## config.mk

```make
export PLATFORM = sky130hd
export DESIGN_NAME = scan_slice_selective_encoder_flat
export DESIGN_NICKNAME = d
export VERILOG_FILES = /design/src/sv/ssse_pkg.sv /design/src/sv/ssse_group_if.sv /design/src/sv/ssse_word_if.sv /design/src/sv/ssse_lane.sv /design/src/sv/ssse_merge.sv /design/src/sv/scan_slice_selective_encoder.sv /design/src/flat_wrapper.sv
export SDC_FILE = /design/constraint.sdc
export NUM_CORES = 1
export LEC_CHECK = 0
export ABC_AREA = 1
export BUFFER_PORTS_ARGS = -buffer_cell sky130_fd_sc_hd__buf_2
export CAP_MARGIN = 20
export CORE_AREA = 2 2 267 164
export DETAILED_ROUTE_END_ITERATION = 8
export DIE_AREA = 0 0 269 166
export GPL_TIMING_DRIVEN = 0
export PLACE_DENSITY_LB_ADDON = 0.05
export SYNTH_ARGS = -nofsm -noshare
export SYNTH_HDL_FRONTEND = slang
export SYNTH_SLANG_ARGS = --single-unit
```

## constraint.sdc

```tcl
create_clock -name clk -period 4.6 [get_ports clk]
set_input_delay 0.23 -clock clk [delete_from_list [all_inputs] [get_ports clk]]
set_output_delay 0.23 -clock clk [all_outputs]
set_load 0.005 [all_outputs]
```

## src/sv/ssse_pkg.sv

```systemverilog
// Shared types, constants and helpers of the scan slice selective encoder.
// Used by the channel interfaces and by every RTL module of the block.
package ssse_pkg;

  localparam int SCAN_CHAINS_DEF = 255;
  localparam int CODE_BITS_DEF   = 8;
  localparam int GROUP_COUNT_DEF = 32;

  localparam int BITS_W = 8;
  localparam int CTRL_W = 2;
  localparam int DATA_W = 8;

  localparam logic [CTRL_W-1:0] CTRL_TARGET_ONE  = 2'd0;
  localparam logic [CTRL_W-1:0] CTRL_TARGET_ZERO = 2'd1;
  localparam logic [CTRL_W-1:0] CTRL_COPY        = 2'd3;

  typedef struct packed {
    logic zero_hit;
    logic one_hit;
  } lane_hit_t;

  // Keeps the bits below code_bits and truncates to the data width.
  function automatic logic [DATA_W-1:0] fmt_data(logic [31:0] v, int code_bits);
    logic [DATA_W-1:0] r;
    r = '0;
    for (int b = 0; b < DATA_W; b++) begin
      if (b < code_bits) begin
        r[b] = v[b];
      end
    end
    return r;
  endfunction

endpackage

```

## src/sv/ssse_group_if.sv

```systemverilog
// Input channel of the encoder: one group of scan bits and care mask per item.
// Depends on ssse_pkg for the field widths.
interface ssse_group_if;
  import ssse_pkg::*;

  logic              valid;
  logic              ready;
  logic [BITS_W-1:0] group_bits;
  logic [BITS_W-1:0] group_care;

  modport source (output valid, group_bits, group_care, input ready);
  modport sink (input valid, group_bits, group_care, output ready);
endinterface

```

## src/sv/ssse_word_if.sv

```systemverilog
// Output channel of the encoder: one encoded word per item.
// Depends on ssse_pkg for the field widths.
interface ssse_word_if;
  import ssse_pkg::*;

  logic              valid;
  logic              ready;
  logic [CTRL_W-1:0] control_code;
  logic [DATA_W-1:0] data_code;
  logic              word_last;

  modport source (output valid, control_code, data_code, word_last, input ready);
  modport sink (input valid, control_code, data_code, word_last, output ready);
endinterface

```

## src/sv/ssse_lane.sv

```systemverilog
// One bit lane: classifies a scan bit as specified zero, specified one or unspecified.
// Positions at or beyond the scan chain count are treated as unspecified. Uses ssse_pkg.
module ssse_lane #(
  parameter int SCAN_CHAINS = ssse_pkg::SCAN_CHAINS_DEF,
  parameter int PW          = 8
) (
  input  logic                  bit_val,
  input  logic                  care,
  input  logic [PW-1:0]         pos,
  output ssse_pkg::lane_hit_t   hit
);
  import ssse_pkg::*;

  logic spec;

  assign spec         = care && (32'(pos) < 32'(SCAN_CHAINS));
  assign hit.zero_hit = spec && !bit_val;
  assign hit.one_hit  = spec && bit_val;
endmodule

```

## src/sv/ssse_merge.sv

```systemverilog
// Merging stage: combines the lane hits of each group into the slice statistics
// and derives the encoding decision. Uses ssse_pkg.
module ssse_merge #(
  parameter int SCAN_CHAINS = ssse_pkg::SCAN_CHAINS_DEF,
  parameter int CODE_BITS   = ssse_pkg::CODE_BITS_DEF,
  parameter int GW          = 5,
  parameter int PW          = 8
) (
  input  logic                                      clk,
  input  logic                                      rst,
  input  logic                                      en,
  input  logic                                      clear,
  input  logic [GW-1:0]                             grp,
  input  logic [PW-1:0]                             pos_base,
  input  ssse_pkg::lane_hit_t [CODE_BITS-1:0]       hits,
  output logic                                      target_one,
  output logic                                      single,
  output logic [ssse_pkg::DATA_W-1:0]               pos_data,
  output logic [GW-1:0]                             start_grp,
  output logic [GW-1:0]                             end_grp
);
  import ssse_pkg::*;

  localparam int CNTW = $clog2(SCAN_CHAINS + 1);

  logic [CNTW-1:0] zero_count;
  logic [CNTW-1:0] one_count;
  logic [GW-1:0]   first0;
  logic [GW-1:0]   first1;
  logic [GW-1:0]   last0;
  logic [GW-1:0]   last1;
  logic [PW-1:0]   lastpos0;
  logic [PW-1:0]   lastpos1;

  logic [CODE_BITS-1:0] zvec;
  logic [CODE_BITS-1:0] ovec;
  logic [PW-1:0]        zoff;
  logic [PW-1:0]        ooff;
  logic [CNTW-1:0]      n;

  always_comb begin
    zoff = '0;
    ooff = '0;
    for (int sh = CODE_BITS - 1; sh >= 0; sh--) begin
      zvec[sh] = hits[sh].zero_hit;
      ovec[sh] = hits[sh].one_hit;
      if (hits[sh].zero_hit) begin
        zoff = PW'(CODE_BITS - 1 - sh);
      end
      if (hits[sh].one_hit) begin
        ooff = PW'(CODE_BITS - 1 - sh);
      end
    end
  end

  always_ff @(posedge clk) begin
    if (rst || clear) begin
      zero_count <= '0;
      one_count  <= '0;
    end else if (en) begin
      zero_count <= zero_count + CNTW'($countones(zvec));
      one_count  <= one_count + CNTW'($countones(ovec));
    end
  end

  always_ff @(posedge clk) begin
    if (en) begin
      if (|zvec) begin
        if (zero_count == '0) begin
          first0 <= grp;
        end
        last0    <= grp;
        lastpos0 <= pos_base + zoff;
      end
      if (|ovec) begin
        if (one_count == '0) begin
          first1 <= grp;
        end
        last1    <= grp;
        lastpos1 <= pos_base + ooff;
      end
    end
  end

  assign target_one = zero_count > one_count;
  assign n          = target_one ? one_count : zero_count;
  assign single     = n <= CNTW'(1);
  assign pos_data   = (n == '0) ? fmt_data(32'hFFFF_FFFF, CODE_BITS)
                    : fmt_data(32'(target_one ? lastpos1 : lastpos0), CODE_BITS);
  assign start_grp  = target_one ? first1 : first0;
  assign end_grp    = target_one ? last1 : last0;
endmodule

```

## src/sv/scan_slice_selective_encoder.sv

```systemverilog
// Top level of the scan slice selective encoder: group store, bit lanes, merging
// stage, emission sequencer and output register. Uses ssse_pkg and both channel interfaces.
//
// The slice enters on group_in as GROUP_COUNT items, group 0 first, each with
// CODE_BITS scan bits and a care mask. Encoded words leave on word_out, word_last
// marking the final word of a slice. Groups are taken one per cycle.
// After the last group, the sequencer emits the words of the slice: a single-bit
// word from the header state, or a header word and a start word, followed by copy
// words, each of which waits for the registered read of the group store. No group
// is taken while words are emitted; groups of the next slice are taken as soon as
// the last word of the slice sits in the output register.
// A low word_out.ready holds the output word and stalls emission in place.
// Synchronous reset empties the output register and clears the group counter and
// the slice counts; the group store holds no reset value and needs none, since a
// slice writes every group before any is read back.
module scan_slice_selective_encoder #(
  parameter int SCAN_CHAINS = ssse_pkg::SCAN_CHAINS_DEF,
  parameter int CODE_BITS   = ssse_pkg::CODE_BITS_DEF,
  parameter int GROUP_COUNT = ssse_pkg::GROUP_COUNT_DEF
) (
  input logic          clk,
  input logic          rst,
  ssse_group_if.sink   group_in,
  ssse_word_if.source  word_out
);
  import ssse_pkg::*;

  localparam int GW = (GROUP_COUNT > 1) ? $clog2(GROUP_COUNT) : 1;
  localparam int PW = $clog2(GROUP_COUNT * CODE_BITS);
  localparam int XW = (CODE_BITS > BITS_W) ? CODE_BITS : BITS_W;

  localparam logic [2:0] S_IN    = 3'd0;
  localparam logic [2:0] S_HEAD  = 3'd1;
  localparam logic [2:0] S_START = 3'd2;
  localparam logic [2:0] S_READ  = 3'd3;
  localparam logic [2:0] S_COPY  = 3'd4;

  logic [2:0]           state;
  logic [GW-1:0]        grp;
  logic [PW-1:0]        pos_base;
  logic [GW-1:0]        rd_addr;
  logic [2*CODE_BITS-1:0] store [GROUP_COUNT];
  logic [2*CODE_BITS-1:0] rd_q;

  logic                 out_valid;
  logic [CTRL_W-1:0]    out_ctrl;
  logic [DATA_W-1:0]    out_data;
  logic                 out_last;

  logic                 accept;
  logic                 out_free;
  logic                 last_group;
  logic                 clear;
  logic [XW-1:0]        bits_x;
  logic [XW-1:0]        care_x;
  logic [CODE_BITS-1:0] bits_ext;
  logic [CODE_BITS-1:0] care_eff;
  lane_hit_t [CODE_BITS-1:0] hits;

  logic                 target_one;
  logic                 single;
  logic [DATA_W-1:0]    pos_data;
  logic [GW-1:0]        start_grp;
  logic [GW-1:0]        end_grp;

  logic [CODE_BITS-1:0] rd_bits;
  logic [CODE_BITS-1:0] rd_care;
  logic [CODE_BITS-1:0] fill;
  logic [CTRL_W-1:0]    head_ctrl;

  assign group_in.ready = (state == S_IN);
  assign accept         = group_in.valid && group_in.ready;
  assign out_free       = !out_valid || word_out.ready;
  assign last_group     = (grp == GW'(GROUP_COUNT - 1));

  assign bits_x   = XW'(group_in.group_bits);
  assign care_x   = XW'(group_in.group_care);
  assign bits_ext = bits_x[CODE_BITS-1:0];

  for (genvar sh = 0; sh < CODE_BITS; sh++) begin : g_lane
    ssse_lane #(
      .SCAN_CHAINS (SCAN_CHAINS),
      .PW          (PW)
    ) u_lane (
      .bit_val (bits_ext[sh]),
      .care    (care_x[sh]),
      .pos     (pos_base + PW'(CODE_BITS - 1 - sh)),
      .hit     (hits[sh])
    );
    assign care_eff[sh] = hits[sh].zero_hit || hits[sh].one_hit;
  end

  ssse_merge #(
    .SCAN_CHAINS (SCAN_CHAINS),
    .CODE_BITS   (CODE_BITS),
    .GW          (GW),
    .PW          (PW)
  ) u_merge (
    .clk        (clk),
    .rst        (rst),
    .en         (accept),
    .clear      (clear),
    .grp        (grp),
    .pos_base   (pos_base),
    .hits       (hits),
    .target_one (target_one),
    .single     (single),
    .pos_data   (pos_data),
    .start_grp  (start_grp),
    .end_grp    (end_grp)
  );

  always_ff @(posedge clk) begin
    if (accept) begin
      store[grp] <= {bits_ext, care_eff};
    end
    if (state == S_READ) begin
      rd_q <= store[rd_addr];
    end
  end

  assign rd_bits   = rd_q[2*CODE_BITS-1:CODE_BITS];
  assign rd_care   = rd_q[CODE_BITS-1:0];
  assign fill      = target_one ? (rd_bits & rd_care) : (rd_bits | ~rd_care);
  assign head_ctrl = target_one ? CTRL_TARGET_ONE : CTRL_TARGET_ZERO;

  assign clear = out_free && (((state == S_HEAD) && single)
                 || ((state == S_COPY) && (rd_addr == end_grp)));

  always_ff @(posedge clk) begin
    if (rst) begin
      state     <= S_IN;
      grp       <= '0;
      pos_base  <= '0;
      out_valid <= 1'b0;
    end else begin
      if (out_free) begin
        out_valid <= (state == S_HEAD) || (state == S_START) || (state == S_COPY);
      end
      case (state)
        S_IN: begin
          if (accept) begin
            if (last_group) begin
              grp      <= '0;
              pos_base <= '0;
              state    <= S_HEAD;
            end else begin
              grp      <= grp + GW'(1);
              pos_base <= pos_base + PW'(CODE_BITS);
            end
          end
        end
        S_HEAD: begin
          if (out_free) begin
            out_ctrl  <= head_ctrl;
            if (single) begin
              out_data <= pos_data;
              out_last <= 1'b1;
              state    <= S_IN;
            end else begin
              out_data <= fmt_data(32'hFFFF_FFFF, CODE_BITS);
              out_last <= 1'b0;
              state    <= S_START;
            end
          end
        end
        S_START: begin
          if (out_free) begin
            out_ctrl  <= CTRL_COPY;
            out_data  <= fmt_data(32'(start_grp), CODE_BITS);
            out_last  <= 1'b0;
            rd_addr   <= start_grp;
            state     <= S_READ;
          end
        end
        S_READ: begin
          state <= S_COPY;
        end
        S_COPY: begin
          if (out_free) begin
            out_ctrl  <= CTRL_COPY;
            out_data  <= fmt_data(32'(fill), CODE_BITS);
            if (rd_addr == end_grp) begin
              out_last <= 1'b1;
              state    <= S_IN;
            end else begin
              out_last <= 1'b0;
              rd_addr  <= rd_addr + GW'(1);
              state    <= S_READ;
            end
          end
        end
        default: begin
          state <= S_IN;
        end
      endcase
    end
  end

  assign word_out.valid        = out_valid;
  assign word_out.control_code = out_ctrl;
  assign word_out.data_code    = out_data;
  assign word_out.word_last    = out_last;
endmodule
```

## src/flat_wrapper.sv

```systemverilog
// flat-port wrapper written by rule: the top's interface ports become plain ports
module scan_slice_selective_encoder_flat import ssse_pkg::*;
#(
  parameter int SCAN_CHAINS = ssse_pkg::SCAN_CHAINS_DEF,
  parameter int CODE_BITS   = ssse_pkg::CODE_BITS_DEF,
  parameter int GROUP_COUNT = ssse_pkg::GROUP_COUNT_DEF
)
  (clk, rst, group_in_valid, group_in_group_bits, group_in_group_care, group_in_ready, word_out_valid, word_out_control_code, word_out_data_code, word_out_word_last, word_out_ready);
  ssse_group_if group_in_i ();
  ssse_word_if word_out_i ();
  input logic clk;
  input logic rst;
  input wire logic [$bits(group_in_i.valid)-1:0] group_in_valid;
  input wire logic [$bits(group_in_i.group_bits)-1:0] group_in_group_bits;
  input wire logic [$bits(group_in_i.group_care)-1:0] group_in_group_care;
  output wire logic [$bits(group_in_i.ready)-1:0] group_in_ready;
  output wire logic [$bits(word_out_i.valid)-1:0] word_out_valid;
  output wire logic [$bits(word_out_i.control_code)-1:0] word_out_control_code;
  output wire logic [$bits(word_out_i.data_code)-1:0] word_out_data_code;
  output wire logic [$bits(word_out_i.word_last)-1:0] word_out_word_last;
  input wire logic [$bits(word_out_i.ready)-1:0] word_out_ready;
  assign group_in_i.valid = group_in_valid;
  assign group_in_i.group_bits = group_in_group_bits;
  assign group_in_i.group_care = group_in_group_care;
  assign group_in_ready = group_in_i.ready;
  assign word_out_valid = word_out_i.valid;
  assign word_out_control_code = word_out_i.control_code;
  assign word_out_data_code = word_out_i.data_code;
  assign word_out_word_last = word_out_i.word_last;
  assign word_out_i.ready = word_out_ready;
  scan_slice_selective_encoder #(.SCAN_CHAINS(SCAN_CHAINS), .CODE_BITS(CODE_BITS), .GROUP_COUNT(GROUP_COUNT)) u_core (.clk(clk), .rst(rst), .group_in(group_in_i), .word_out(word_out_i));
endmodule
```

==> results of run 1 <==
[through the flow]
stage,setup TNS [ns],area (um2)
6_report,0,28410
2_1_floorplan,0,25050
3_3_place_gp,-2.270,25940
3_5_place_dp,-0.2830,26670
5_1_grt,0,28400
4_1_cts,0,28400
[layout by cell type, fill, tap and decap left out, drive strengths merged, types with 51 or more instances in the layout]
cell / n
nand2: 149
buf: 83
clkbuf: 182
nand3: 52
o21ai: 291
nor2: 361
edfxtp: 580
inv: 85
o221ai: 51
o22ai: 79
[area by class of cell]
type / count / area (um2)
Inverter: 87 / 326.6
Clock buffer: 66 / 1396
Buffer: 129 / 526.8
Antenna cell: 2 / 5.005
Multi-Input combinational cell: 1170 / 6292
Sequential cell: 610 / 18020
Tap cell: 579 / 724.4
Clock inverter: 30 / 307.8
Fill cell: 3112 / 14040
Timing Repair Buffer: 72 / 810.8
[cells by family (layout without fill, tap and decap cells)]
kind of cell,count (synthesis),after routing,share of synthesized area
XOR/XNOR,16,16,0.005593
adder cells (fa/ha/maj),38,38,0.02197
multiplexers,5,5,0.001998
AO/OA/AOI/OAI,513,513,0.1195
flip-flops,610,610,0.7191
AND/OR/NAND/NOR,597,597,0.09793
buffers and inverters,216,384,0.03371
other,1,3,0.0001497
[repair_timing]
| action | 4_1_cts | 5_1_grt |
|---|---|---|
| hold endpoints to repair | 4 | 0 |
| endpoints found under the setup margin | 3 | 1 |
| setup buffers | 1 | 0 |
| resized for setup | 1 | 1 |
| hold buffers | 2 | 0 |
| cloned | 0 | 0 |
[registers in the layout, indices dropped and copies added, names as in the netlist]
| name | count |
|---|---|
| u_core.store | 512 |
| u_core.rd_q | 16 |
| u_core.u_merge.lastpos0 | 8 |
| u_core.u_merge.lastpos1 | 8 |
| u_core.u_merge.one_count | 8 |
| u_core.u_merge.zero_count | 8 |
| u_core.word_out.data_code | 8 |
| u_core.grp | 5 |
| u_core.pos_base | 5 |
| u_core.rd_addr | 5 |
| u_core.u_merge.first0 | 5 |
| u_core.u_merge.first1 | 5 |
| u_core.u_merge.last0 | 5 |
| u_core.u_merge.last1 | 5 |
| u_core.state | 3 |
| u_core.word_out.control_code | 2 |
| u_core.word_out.valid | 1 |
| u_core.word_out.word_last | 1 |
[where the power goes]
| group | internal [uW] | leakage (uW) | total (uW) | switching, uW |
|---|---|---|---|---|
| registers | 6180 | 0.00550 | 6220 | 37.1 |
| clock network | 2490 | 0.000826 | 4500 | 2010 |
| logic | 277 | 0.00320 | 993 | 715 |
| total | 8950 | 0.00953 | 11700 | 2760 |
[metal layers]
layer,wire [um],vias to the layer above
met5,0,-
met4,1658,0
met3,15030,119
met2,30370,1364
met1,33300,8751
li1,-,7598
[worst reg2reg max path, cell delays in order, from the launching register on]
cell and delay (ns):
dfxtp_1 0.49, inv_1 0.11, nor2_1 0.17, inv_1 0.08, o31ai_2 0.30, inv_2 0.12, buf_16 0.18, nand2_1 0.13
inv_1 0.10, fa_1 0.49, fa_1 0.52, fa_1 0.50, fa_1 0.43, a31oi_1 0.15, nor2_1 0.09, nand3_1 0.12
xor2_1 0.18, nor2_2 0.05
[final timing paths]
path,depth (start not counted),startpoint,endpoint
max,17,u_core.pos_base[3],u_core.u_merge.one_count[6]
min,3,group_in_group_care[1],u_core.u_merge.lastpos1[1]
max reg2reg,17,u_core.pos_base[3],u_core.u_merge.one_count[6]
min reg2reg,0,u_core.grp[2],u_core.u_merge.last1[2]
==> flow_summary.json, run 1 <==
{
  "crit_path_start_kind": "flip-flop",
  "final_core_util": 0.6692,
  "vdd_drop_max_v": 0.0003160,
  "synth_top_cell_by_area": "edfxtp_1",
  "drc_errors": 0,
  "die_area_mm2": 0.04465,
  "synth.area.top_cells": "edfxtp_1 70%, o21ai_0 5.8%, nor2_1 5.2%",
  "power_density_mw_per_mm2": 412.1,
  "syn_inst": 1996,
  "ant_nets": 0,
  "yosysTopAreaCellShare": 0.6952,
  "gp_congestion": 1.002,
  "min_path_type": "input port to flip-flop",
  "grt_max_degree": 36,
  "busiest_layer": "met1",
  "die_h_um": 166,
  "crit_fanout": 17,
  "ys_ff_latch": 610,
  "synth_enable_flop_cells": 580,
  "grt_use_met1": 0.5892,
  "synthesis.area_mm2": 0.02505,
  "clock_latency_ns": 0.62,
  "grt_pass1_vias": 15739,
  "fp.dieW_um": 269,
  "yosysSeqAreaShare": 0.7191,
  "use_met2": 0.4445,
  "htreeDepth": 2,
  "worstSetupPathType": "flip-flop to flip-flop",
  "first_iter_violations": 3515,
  "root_buffer": "clkbuf_16",
  "crit_top_cell": "fa_1",
  "maxCapViolations": 0,
  "fin_worst_skew_ns": 0.03226,
  "async_reset_ff_frac": 0,
  "yosys_most_used_dff": "edfxtp_1",
  "track_usage": 0.3630,
  "drive_gt1_frac": 0.09935,
  "cts_tree": "built",
  "io_pins": 33,
  "slew_headroom": 0.3005,
  "crit_path_cell_trace": "inv_1 > nor2_1 > inv_1 > o31ai_2 > inv_2 > buf_16 > nand2_1 > inv_1 > fa_1 > fa_1 > fa_1 > fa_1 > a31oi_1 > nor2_1 > nand3_1 > xor2_1 > nor2_2",
  "fin_ws_ns": 0.3066,
  "antenna_found_initial": 2,
  "whs_ns": 0.1017,
  "crit_slowest_cell": "fa_1",
  "ys_types": 42,
  "ys.warnings.count": 0,
  "start_util": 0.5902,
  "fmax_mhz": 232.9,
  "wl_mm": 80.36,
  "syn_to_final_growth_pct": 13.38,
  "period_share": 0.9333,
  "gr-total-overflow": 0,
  "grt_pass1_wl_mm": 113.2,
  "drt_pass1_iterations": 7,
  "p_leak_uw": 0.009527,
  "clock_path_buffers": 3,
  "cts_sinks": 610,
  "avgSynthCellArea_um2": 12.55,
  "core_mm2": 0.04245,
  "vias": 17832,
  "vias_per_cell": 6.496,
  "syn-num-nets": 2054,
  "io_buffers": 32,
  "path_clk_slew_ns": 0.06,
  "wl_per_cell_um": 29.27,
  "nNetsFinal": 2182,
  "rows": 59,
  "power_uw": 11710,
  "finalMaxSlewViolations": 0,
  "dp.cells": 2644,
  "synth_most_common_cell": "edfxtp_1",
  "reg2reg_slack_ns": 0.31,
  "crit_family": "adder cells",
  "hold_violations": 0,
  "rsz0062_at_grt": "no",
  "setup-violations-final": 0,
  "cts_inserted_buffers": 54,
  "dpl_worst_slack_ns": -0.1702,
  "status": "finished, final reports clean",
  "fin_crit_ns": 4.293,
  "cpPeakStageDelay_ns": 0.52,
  "post-dp-hpwl_mm": 56.53,
  "final_cells": 2745,
  "cp-end-kind": "flip-flop",
  "yosys-top-cells-count": "580 x edfxtp_1, 349 x nor2_1, 291 x o21ai_0",
  "critical_path_arrival_ns": 4.78,
  "worst_pin_slew_ns": 1.049,
  "met3_usage": 0.1627,
  "required_ns": 5.08,
  "worst-path-buf-inv": 5
}
Power figures use the tool's default switching activity.
==> run 2: changes to the inputs <==
CORE_AREA = 2 2 275 168   (was 2 2 267 164)
DIE_AREA = 0 0 277 170   (was 0 0 269 166)
SYNTH_HIERARCHICAL = 1   (was unset)
==> flow_summary.json, run 2 <==
{
  "p_sw_frac": 0.2309,
  "synth_most_common_cell": "edfxtp_1",
  "async_reset_ff_frac": 0,
  "fin_crit_ns": 4.236,
  "rsz0062_at_grt": "no",
  "htreeDepth": 2,
  "core_mm2": 0.04444,
  "syn_to_final_growth_pct": 12.04,
  "fin_ws_ns": 0.3643,
  "yosys_most_used_dff": "edfxtp_1",
  "clkPwrFrac": 0.386,
  "ant_nets": 0,
  "rr_startpoint": "u_core/pos_base[5]",
  "avgSynthCellArea_um2": 11.30,
  "gp_congestion": 0.9895,
  "finalMaxSlewViolations": 0,
  "synthesis.area_mm2": 0.02654,
  "power_density_mw_per_mm2": 398.2,
  "wl_per_cell_um": 23.35,
  "worstSetupEndpoint": "u_core/u_merge/zero_count[7]",
  "vdd_drop_max_v": 0.0002589,
  "min_path_type": "input port to flip-flop",
  "fp.dieW_um": 277,
  "cts_setup_buffers": 0,
  "reg2reg_slack_ns": 0.36,
  "vias": 18562,
  "dpl_worst_slack_ns": 0.1711,
  "largest_reg_flops": 512,
  "track_usage": 0.3140,
  "io_buffers": 32,
  "io_pins": 33,
  "rows": 60,
  "crit_fanout": 7,
  "required_ns": 5.06,
  "critical_path_arrival_ns": 4.70,
  "vias_per_cell": 5.938,
  "hold_violations": 0,
  "wl_mm": 72.98,
  "synth.area.top_cells": "edfxtp_1 66%, nand2_1 5.6%, nor2_1 5.2%",
  "antenna_found_initial": 1,
  "cp-end-kind": "flip-flop",
  "worstSetupPathType": "flip-flop to flip-flop",
  "setup-violations-final": 0,
  "cts_sinks": 610,
  "power_uw": 11840,
  "drt_pass1_iterations": 6,
  "whs_ns": 0.04531,
  "yosysTopAreaCellShare": 0.6562,
  "reg_top3": "u_core/store: 512 flops, u_core/rd_q: 16 flops",
  "largest-register": "u_core/store",
  "layout_common_cells": "580 x edfxtp_1, 399 x nand2_1, 346 x nor2_1",
  "internal_power_uw": 9106,
  "final_common_cell": "edfxtp_1",
  "start_util": 0.5972,
  "cp-startpoint": "u_core/pos_base[5]",
  "crit_path_start_kind": "flip-flop",
  "ys.warnings.count": 6,
  "gr-total-overflow": 0,
  "final_core_util": 0.6691,
  "r2r_end": "u_core/u_merge/zero_count[7]",
  "worst_pin_slew_ns": 1.018,
  "status": "finished, final reports clean",
  "clock_path_buffers": 3,
  "die_h_um": 170,
  "drive_gt1_frac": 0.1026,
  "pwr-share-comb": 0.086,
  "yosys-top-cells-count": "580 x edfxtp_1, 399 x nand2_1, 371 x nor2_1",
  "p_seq_frac": 0.528,
  "syn_inst": 2348,
  "ys_ff_latch": 610,
  "fin_tns_setup_ns": 0,
  "fin_worst_skew_ns": 0.02246,
  "ys_types": 39,
  "p_sw_uw": 2734,
  "post-dp-hpwl_mm": 51.15,
  "maxCapViolations": 0,
  "clock_latency_ns": 0.59,
  "die_area_mm2": 0.04709,
  "nNetsFinal": 2569,
  "fmax_mhz": 236.1,
  "synth_top_cell_by_area": "edfxtp_1",
  "cts_tree": "built",
  "yosysSeqAreaShare": 0.6789,
  "first_iter_violations": 2408,
  "root_buffer": "clkbuf_16",
  "worst-r2r-cell-count": 23,
  "synth_enable_flop_cells": 580,
  "period_share": 0.9208,
  "grt_pass1_vias": 17468,
  "nFillCells": 3350,
  "path_clk_slew_ns": 0.06,
  "grt_pass1_wl_mm": 108.4,
  "cts_inserted_buffers": 54,
  "slew_headroom": 0.3206,
  "p_leak_uw": 0.01086,
  "drc_errors": 0,
  "grt_max_degree": 35
}
run 2: cell types whose count changed in the layout (fill, tap and decap cells not counted), sizes merged, moves of 51 or more:
cell    delta
clkbuf    -60
nand3     +80
o211ai    +59
o221ai    -51
inv       +75
nand2    +257
run 2: through the flow:
stage          std cells  instance area (um2)
5_1_grt             3123                29730
3_3_place_gp        2999                27550
2_1_floorplan       2378                26650
6_report            3126                29730
3_5_place_dp        3020                27910
4_1_cts             3121                29700
run 2: kinds of logic after synthesis:
family,Yosys count,share of synthesized area
AO/OA/AOI/OAI,436,0.09052
XOR/XNOR,22,0.007260
adder cells (fa/ha/maj),58,0.03074
buffers and inverters,279,0.04851
flip-flops,610,0.6789
other,2,0.0002830
AND/OR/NAND/NOR,941,0.1438
run 2: routing by layer:
layer  track usage  share of wire  vias to the layer above
li1              -              -                     8439
met1        0.4854           0.44                     8970
met2        0.4225           0.39                     1033
met3        0.1063           0.14                      118
met4       0.07774          0.022                        2
met5       0.01846         0.0016                        -
run 2: critical path: stages, from the launching register on:
cell and delay [ns]:
dfxtp_2 0.36, clkbuf_2 0.18, nand2_1 0.09, nor2_1 0.05, nand2_1 0.05, nand2_1 0.08, nor2_2 0.15, inv_2 0.09
fa_1 0.54, inv_1 0.06, ha_1 0.19, ha_1 0.29, inv_1 0.08, fa_1 0.41, inv_1 0.06, ha_1 0.18
inv_1 0.08, fa_1 0.45, o21ai_1 0.17, nand3_1 0.15, nor2_1 0.13, nand2_1 0.07, o21ai_0 0.15, a21oi_1 0.05
run 2: how the worst min path moves through the flow:
stage,cells after the start,end,slack [ns],start
floorplan,1,u_core/pos_base[4],0.30,rst
global placement,1,u_core/pos_base[7],0.49,u_core/pos_base[7]
detailed placement,1,u_core/pos_base[7],0.50,u_core/pos_base[7]
CTS,4,u_core/pos_base[5],0.03,group_in_valid
global route,4,u_core/pos_base[5],0.06,group_in_valid
finish,4,u_core/pos_base[5],0.05,group_in_valid
run 2: timing repair:
item | in CTS | in global routing
setup endpoints to repair | 0 | 2
hold buffers | 2 | 0
gates resized for setup | 0 | 8
hold endpoints to repair | 4 | 0
run 2: area by class of cell:
| cell class | instances | area (um2) | share of cell area |
|---|---|---|---|
| clock buffers | 72 | 1490 | 0.05012 |
| plain buffers | 119 | 685.7 | 0.02306 |
| diodes | 3 | 7.507 | 0.0002525 |
| multi-input cells | 1489 | 7431 | 0.2499 |
| repair buffers | 58 | 479.2 | 0.01612 |
| flip-flops and latches | 610 | 18020 | 0.6061 |
| inverters | 159 | 599.3 | 0.02016 |
| clock inverters | 27 | 284.0 | 0.009552 |
| well taps | 589 | 737.0 | 0.02478 |
run 2: power groups by stage:
stage	clock network, uW	logic, uW	registers [uW]
floorplan	0	616	6360
global placement	0	938	6370
detailed placement	0	974	6370
CTS	4620	979	6250
global route	4840	1110	6260
finish	4580	1010	6250
